**src/rtl/nci_pkg.sv**
```systemverilog
// shared types, constants and rule tables for the newton-cotes integrator
package nci_pkg;

  localparam int MAX_DIVISIONS_DEF = 256;
  localparam int MAX_DEGREE_DEF    = 9;

  localparam int BOUND_W = 24;
  localparam int OUT_W   = 64;
  localparam int DEG_W   = 4;
  localparam int PAN_W   = 9;
  localparam int TOT_W   = DEG_W + PAN_W;
  localparam int DEN_W   = 46;
  localparam int ACC_W   = 128;
  localparam int CNT_W   = 7;

  localparam logic [1:0] ST_OK    = 2'd0;
  localparam logic [1:0] ST_ORDER = 2'd1;
  localparam logic [1:0] ST_SAT   = 2'd2;

  localparam logic [0:0] CFG_DEGREE = 1'b0;
  localparam logic [0:0] CFG_PANELS = 1'b1;

  typedef struct packed {
    logic signed [BOUND_W-1:0] lower_bound;
    logic signed [BOUND_W-1:0] upper_bound;
  } nci_in_t;

  typedef struct packed {
    logic signed [OUT_W-1:0] integral;
    logic [1:0]              status;
  } nci_out_t;

  typedef struct packed {
    logic             load;
    logic             setup;
    logic             sdiv_init;
    logic             sdiv_step;
    logic             node_start;
    logic             mul_start_h;
    logic             mul_start_w;
    logic             mul_start_f;
    logic             mul_step;
    logic             horner_fin;
    logic             wacc;
    logic             adv;
    logic             fdiv_step;
    logic             fround;
    logic             res_store;
    logic [1:0]       chunk;
    logic [1:0]       hstep;
    logic [DEG_W-1:0] node_idx;
  } nci_cmd_t;

  typedef struct packed {
    logic             a_ge_b;
    logic [DEG_W-1:0] deg;
    logic [PAN_W-1:0] pan;
  } nci_stat_t;

  localparam logic signed [15:0] WEIGHT_TAB [10][10] = '{
    '{16'sd1, 16'sd0, 16'sd0, 16'sd0, 16'sd0, 16'sd0, 16'sd0, 16'sd0, 16'sd0, 16'sd0},
    '{16'sd1, 16'sd1, 16'sd0, 16'sd0, 16'sd0, 16'sd0, 16'sd0, 16'sd0, 16'sd0, 16'sd0},
    '{16'sd1, 16'sd4, 16'sd1, 16'sd0, 16'sd0, 16'sd0, 16'sd0, 16'sd0, 16'sd0, 16'sd0},
    '{16'sd1, 16'sd3, 16'sd3, 16'sd1, 16'sd0, 16'sd0, 16'sd0, 16'sd0, 16'sd0, 16'sd0},
    '{16'sd7, 16'sd32, 16'sd12, 16'sd32, 16'sd7, 16'sd0, 16'sd0, 16'sd0, 16'sd0, 16'sd0},
    '{16'sd19, 16'sd75, 16'sd50, 16'sd50, 16'sd75, 16'sd19, 16'sd0, 16'sd0, 16'sd0,
      16'sd0},
    '{16'sd41, 16'sd216, 16'sd27, 16'sd272, 16'sd27, 16'sd216, 16'sd41, 16'sd0, 16'sd0,
      16'sd0},
    '{16'sd751, 16'sd3577, 16'sd1323, 16'sd2989, 16'sd2989, 16'sd1323, 16'sd3577,
      16'sd751, 16'sd0, 16'sd0},
    '{16'sd989, 16'sd5888, -16'sd928, 16'sd10496, -16'sd4540, 16'sd10496, -16'sd928,
      16'sd5888, 16'sd989, 16'sd0},
    '{16'sd2857, 16'sd15741, 16'sd1080, 16'sd19344, 16'sd5778, 16'sd5778, 16'sd19344,
      16'sd1080, 16'sd15741, 16'sd2857}
  };

  localparam logic [3:0] MULT_NUM [10] = '{4'd1, 4'd1, 4'd1, 4'd3, 4'd2, 4'd5, 4'd1, 4'd7,
                                           4'd4, 4'd9};
  localparam logic [16:0] MULT_DEN [10] = '{17'd1, 17'd2, 17'd3, 17'd8, 17'd45, 17'd288,
                                            17'd140, 17'd17280, 17'd14175, 17'd89600};

endpackage

```
**src/rtl/nci_ctrl.sv**
```systemverilog
// sequencer for node loop, horner steps, multiply chunks and final divide
module nci_ctrl
  import nci_pkg::*;
(
  input  logic      clk_i,
  input  logic      rst_ni,
  input  logic      in_valid_i,
  output logic      in_ready_o,
  output logic      out_valid_o,
  input  logic      out_ready_i,
  input  nci_stat_t stat_i,
  output nci_cmd_t  cmd_o
);

  typedef enum logic [16:0] {
    S_IDLE   = 17'b00000000000000001,
    S_SETUP  = 17'b00000000000000010,
    S_SINIT  = 17'b00000000000000100,
    S_SDIV   = 17'b00000000000001000,
    S_NODE   = 17'b00000000000010000,
    S_HLOAD  = 17'b00000000000100000,
    S_HMUL   = 17'b00000000001000000,
    S_HFIN   = 17'b00000000010000000,
    S_WLOAD  = 17'b00000000100000000,
    S_WMUL   = 17'b00000001000000000,
    S_WACC   = 17'b00000010000000000,
    S_FLOAD  = 17'b00000100000000000,
    S_FMUL   = 17'b00001000000000000,
    S_FDIV   = 17'b00010000000000000,
    S_FROUND = 17'b00100000000000000,
    S_DONE   = 17'b01000000000000000,
    S_SPARE  = 17'b10000000000000000
  } state_e;

  state_e           state_q, state_d;
  logic [CNT_W-1:0] cnt_q, cnt_d;
  logic [DEG_W-1:0] i_q, i_d;
  logic [PAN_W-1:0] j_q, j_d;
  logic [1:0]       h_q, h_d;
  logic             ov_q, ov_d;

  assign in_ready_o  = (state_q == S_IDLE);
  assign out_valid_o = ov_q;

  always_comb begin
    state_d = state_q;
    cnt_d   = cnt_q;
    i_d     = i_q;
    j_d     = j_q;
    h_d     = h_q;
    ov_d    = ov_q;
    cmd_o   = '0;
    cmd_o.chunk    = cnt_q[1:0];
    cmd_o.hstep    = h_q;
    cmd_o.node_idx = i_q;
    if (ov_q && out_ready_i) ov_d = 1'b0;
    unique case (state_q)
      S_IDLE: begin
        if (in_valid_i) begin
          cmd_o.load = 1'b1;
          state_d    = S_SETUP;
        end
      end
      S_SETUP: begin
        cmd_o.setup = 1'b1;
        state_d     = stat_i.a_ge_b ? S_DONE : S_SINIT;
      end
      S_SINIT: begin
        cmd_o.sdiv_init = 1'b1;
        cnt_d   = '0;
        i_d     = '0;
        j_d     = '0;
        state_d = S_SDIV;
      end
      S_SDIV: begin
        cmd_o.sdiv_step = 1'b1;
        cnt_d = cnt_q + 1'b1;
        if (cnt_q == CNT_W'(BOUND_W - 1)) state_d = S_NODE;
      end
      S_NODE: begin
        cmd_o.node_start = 1'b1;
        h_d     = '0;
        state_d = S_HLOAD;
      end
      S_HLOAD: begin
        cmd_o.mul_start_h = 1'b1;
        cnt_d   = '0;
        state_d = S_HMUL;
      end
      S_HMUL: begin
        cmd_o.mul_step = 1'b1;
        cnt_d = cnt_q + 1'b1;
        if (cnt_q == CNT_W'(1)) state_d = S_HFIN;
      end
      S_HFIN: begin
        cmd_o.horner_fin = 1'b1;
        if (h_q == 2'd3) begin
          state_d = S_WLOAD;
        end else begin
          h_d     = h_q + 1'b1;
          state_d = S_HLOAD;
        end
      end
      S_WLOAD: begin
        cmd_o.mul_start_w = 1'b1;
        cnt_d   = '0;
        state_d = S_WMUL;
      end
      S_WMUL: begin
        cmd_o.mul_step = 1'b1;
        cnt_d = cnt_q + 1'b1;
        if (cnt_q == CNT_W'(1)) state_d = S_WACC;
      end
      S_WACC: begin
        cmd_o.wacc = 1'b1;
        if (i_q == stat_i.deg) begin
          // panel end node is shared with the next panel start, offset holds
          i_d = '0;
          if (j_q == stat_i.pan - 1'b1) begin
            state_d = S_FLOAD;
          end else begin
            j_d     = j_q + 1'b1;
            state_d = S_NODE;
          end
        end else begin
          cmd_o.adv = 1'b1;
          i_d       = i_q + 1'b1;
          state_d   = S_NODE;
        end
      end
      S_FLOAD: begin
        cmd_o.mul_start_f = 1'b1;
        cnt_d   = '0;
        state_d = S_FMUL;
      end
      S_FMUL: begin
        cmd_o.mul_step = 1'b1;
        cnt_d = cnt_q + 1'b1;
        if (cnt_q == CNT_W'(3)) begin
          cnt_d   = '0;
          state_d = S_FDIV;
        end
      end
      S_FDIV: begin
        cmd_o.fdiv_step = 1'b1;
        cnt_d = cnt_q + 1'b1;
        if (cnt_q == CNT_W'(ACC_W - 1)) state_d = S_FROUND;
      end
      S_FROUND: begin
        cmd_o.fround = 1'b1;
        state_d      = S_DONE;
      end
      S_DONE: begin
        if (!ov_q || out_ready_i) begin
          cmd_o.res_store = 1'b1;
          ov_d    = 1'b1;
          state_d = S_IDLE;
        end
      end
      default: state_d = S_IDLE;
    endcase
  end

  always_ff @(posedge clk_i or negedge rst_ni) begin
    if (!rst_ni) begin
      state_q <= S_IDLE;
      cnt_q   <= '0;
      i_q     <= '0;
      j_q     <= '0;
      h_q     <= '0;
      ov_q    <= 1'b0;
    end else begin
      state_q <= state_d;
      cnt_q   <= cnt_d;
      i_q     <= i_d;
      j_q     <= j_d;
      h_q     <= h_d;
      ov_q    <= ov_d;
    end
  end

  a_load_setup: assert property (@(posedge clk_i) disable iff (!rst_ni)
    (in_valid_i && in_ready_o) |=> state_q == S_SETUP)
    else $error("accepted word did not start setup");

  a_panel_bound: assert property (@(posedge clk_i) disable iff (!rst_ni)
    state_q == S_WACC |-> (j_q < stat_i.pan) && (i_q <= stat_i.deg))
    else $error("node counters out of range");

  a_div_entry: assert property (@(posedge clk_i) disable iff (!rst_ni)
    (state_q == S_FDIV && $past(state_q) != S_FDIV) |-> $past(state_q) == S_FMUL)
    else $error("final divide entered without product");

  a_store_once: assert property (@(posedge clk_i) disable iff (!rst_ni)
    cmd_o.res_store |=> ov_q && state_q == S_IDLE)
    else $error("result store did not raise out valid");

endmodule

```
**config.mk**
```make
export PLATFORM = sky130hd
export DESIGN_NAME = nci_ctrl
export DESIGN_NICKNAME = d
export VERILOG_FILES = /design/src/rtl/nci_pkg.sv /design/src/rtl/nci_ctrl.sv
export SDC_FILE = /design/constraint.sdc
export NUM_CORES = 1
export LEC_CHECK = 0
export ABC_AREA = 1
export ABC_CLOCK_PERIOD_IN_PS = 1800
export BUFFER_PORTS_ARGS = -buffer_cell sky130_fd_sc_hd__buf_4
export CELL_PAD_IN_SITES_DETAIL_PLACEMENT = 1
export CELL_PAD_IN_SITES_GLOBAL_PLACEMENT = 2
export CORE_MARGIN = 2
export CORE_UTILIZATION = 29
export DETAILED_ROUTE_END_ITERATION = 6
export PLACE_DENSITY_LB_ADDON = 0.1
export SYNTH_ARGS = -nofsm -noshare
export SYNTH_HDL_FRONTEND = slang
export SYNTH_SLANG_ARGS = --single-unit
```
**constraint.sdc**
```tcl
create_clock -name clk_i -period 1.8 [get_ports clk_i]
set_clock_uncertainty 0.2 [all_clocks]
set_input_delay 0.18 -clock clk_i [delete_from_list [all_inputs] [get_ports clk_i]]
set_output_delay 0.18 -clock clk_i [all_outputs]
set_load 0.02 [all_outputs]
```
==> reports/metrics.yaml <==
outcome:
  outcome: "complete, but fails checks"
  violations: "negative setup slack"
timing:
  slew_violations: 0
  fin_crit_ps: 2200
  rsz0062_at_grt: "true"
  period_share_pct: 122
  fmaxAchievable_mhz: 454
  worstMarginPinSlew_ps: 570
  setup_viol: 48
  finalHoldViolCount: 0
  setup_ws_ps: -403
  slew_headroom_pct: 62.0
routing:
  first_pass_iters: 4
  ant_nets: 0
  routed-via-count: 3577
  first_iter_violations: 135
  drc: 0
  drt_wl_total_um: 12500
  vias_per_cell: 4.78
  wl_per_cell_um: 16.7
clock_network:
  cts_max_level: 2
  cts_buffers: 5
  cts_tree: "done"
  root_buffer: "clkbuf_8"
  path_clk_slew_ps: 90
  cts_max_path_buffers: 2
  clock_sinks: 39
  clk_latency_ps: 310
yosys:
  synth.distinct_cells: 38
  synthArstFlopShare_pct: 100
  yosysSeqAreaShare_pct: 33.0
  netlist_area_um2: 2960
  syn_area_per_cell_um2: 6.80
  synth_compound_area_share_pct: 6.43
  synth_xor_area_share_pct: 4.74
  ys_warn_count: 0
  yosys.area_share.simple_pct: 42.3
  yosysTopAreaCellShare_pct: 32.1
  yosysTopAreaCell: "dfrtp_1"
  synth_fp_nets: 459
  synthCells: 435
  synth.area.top_cells: "dfrtp_1, nand2_1, inv_1, nand3_1, nor2_1"
  synth_mux_area_share_pct: 0
  synth_edf_count: 0
  synth_ff_type: "dfrtp_1"
  synth_top_family_by_area: "simple AND/OR/NAND/NOR gates"
  synth-seq-cells: 39
  synth_fa_ha_area_share_pct: 2.54
finish:
  fin_cells: 749
  nets: 639
  diodes: 0
  area_delta_synth_final_pct: 80.3
  drive_above_1_share_pct: 51.9
global_routing:
  grt_pass1_vias: 3696
  antenna_found_initial: 0
  grt_pass1_wl_um: 18600
  grt_max_degree: 40
  grt-ovfl-total: 0
  grt_util_all_layers_pct: 21.1
pwr:
  ir_drop_mv: 0.407
  p_int_mw: 2.29
  power.share.sequential_pct: 26.7
  p_sw_mw: 1.69
  pwr-share-comb_pct: 57.4
  clkPwrFrac_pct: 15.8
  p_leak_nw: 2.75
  total_power_mw: 3.97
  power_density_nw_per_um2: 745
  p_sw_share_pct: 42.5
floorplanning:
  die_w_um: 105
  die_height_um: 105
  rows: 36
  start_util_pct: 30.1
  die_area_um2: 11000
  core_um2: 9820
  pin_count: 43
min_path:
  min_path_type: "primary input to async pin"
setup_path:
  endpoint_kind: "output pin"
  required_ps: 1420
  crit_fanout: 5
  arrival_ps: 1820
  critical_path_class: "flip-flop to output pin"
  rr_worst_depth: 13
  rrSetupSlack_ps: -350
  critPathLaunchType: "flip-flop"
flow_run:
  maxCapViolCount: 0
place:
  post-place-cells: 689
  portBuffers: 42
  dpl.hpwl_um: 8060
  gp_congestion: 0.803
==> Yosys cell counts, types with 3 or more instances <==
library cell and instances:
nor2_2 9, dfrtp_1 38, nor3_1 10, nand2_2 9, nor2_1 50, inv_1 70, o21ai_1 6, xor2_1 12
a21oi_1 5, nand3_1 43, o21ai_0 14, xnor2_1 4, nand2_4 6, nor2_4 3, nand4_1 9, nand2_1 109
ha_1 6, inv_2 5
==> per-layer routing <==
layer	GRT usage, %	part of all wire [%]	vias up
met3	2.50	2.5	22
met4	4.00	1.8	0
li1	-	-	1729
met1	27.1	42	1765
met5	0	0	-
met2	38.0	54	61
==> cells by family after synthesis <==
logic type	after synthesis
AOI/OAI and AO/OA	33
DFF	39
and+or+nand+nor	260
adders and majority gates	6
buffers and inverters	81
xor gates and xnor gates	16
==> final cells by class <==
cell class	instances	area, µm²
Timing Repair Buffer	177	1550
Fill cell	1226	4490
Inverter	77	332
Sequential cell	39	977
Clock inverter	1	5.00
Tap cell	133	166
Multi-Input combinational cell	315	2230
Clock buffer	7	76.3
==> power by group through the flow <==
stage	clock network [mW]	registers (mW)	logic [mW]
final	0.628	1.06	2.28
after floorplan	0	1.11	0.711
after global placement	0	1.06	1.34
after CTS	0.631	1.05	1.76
after global routing	0.672	1.07	2.42
after detailed placement	0	1.06	1.37
==> placed cells by master (no fill, tap or decap), drive strengths merged, types with 3 or more instances in the layout <==
master	instances
nand3	45
nor3	10
nand2	124
o21ai	20
xnor2	4
dfrtp	38
nand4	10
nor2	64
buf	174
xor2	12
clkbuf	7
dlygate4sd3	3
inv	76
ha	6
a21oi	6
==> registers in the layout, indices dropped and copies added (netlist names) <==
| name | count |
|---|---|
| cnt_q | 7 |
| h_q | 2 |
| i_q | 4 |
| j_q | 9 |
| out_valid_o | 1 |
| state_q | 16 |
==> worst paths after layout <==
path                                          from                 endpoint
max                        state_q[14]$_DFFE_PN0P_                cmd_o[22]
min                                         rst_ni   state_q[7]$_DFFE_PN0P_
max reg2reg                 state_q[0]$_DFFE_PN1P_   state_q[0]$_DFFE_PN1P_
min reg2reg                     h_q[0]$_DFFE_PN0P_       h_q[0]$_DFFE_PN0P_
max in group asynchronous                   rst_ni   state_q[0]$_DFFE_PN1P_
min in group clk_i                       stat_i[6]  state_q[11]$_DFFE_PN0P_
==> critical path, stage by stage, from the launching register on <==
cell and delay (ps):
dfrtp_1 440, nor2_4 140, nand2_4 110, inv_4 90
nand2_4 60, nor2_4 200, nand2_2 110, buf_6 140
nor2_4 80, buf_6 120
==> timing repair <==
action | CTS | global route
resized for setup | 119 | 95
hold endpoints to repair | 41 | 0
hold buffers | 3 | 0
setup endpoints to repair | 47 | 51
setup buffers | 36 | 22
pin swaps | 39 | 39
==> per-stage QoR <==
stage               instance area (µm²)  setup WS, ps  setup TNS (ps)  hold WS, ps  utilization [%]
floorplan                          2980          3.82               0         -316                -
global placement                   4070          -265           -5360         1.38             41.4
detailed placement                 4070          -345           -7030         6.28             41.4
CTS                                4860          -337           -8900          231             49.5
global route                       5330          -491          -16690          257             54.3
finish                             5330          -403          -12480          202             54.3
Note: power is estimated with default switching activity, not from simulation.
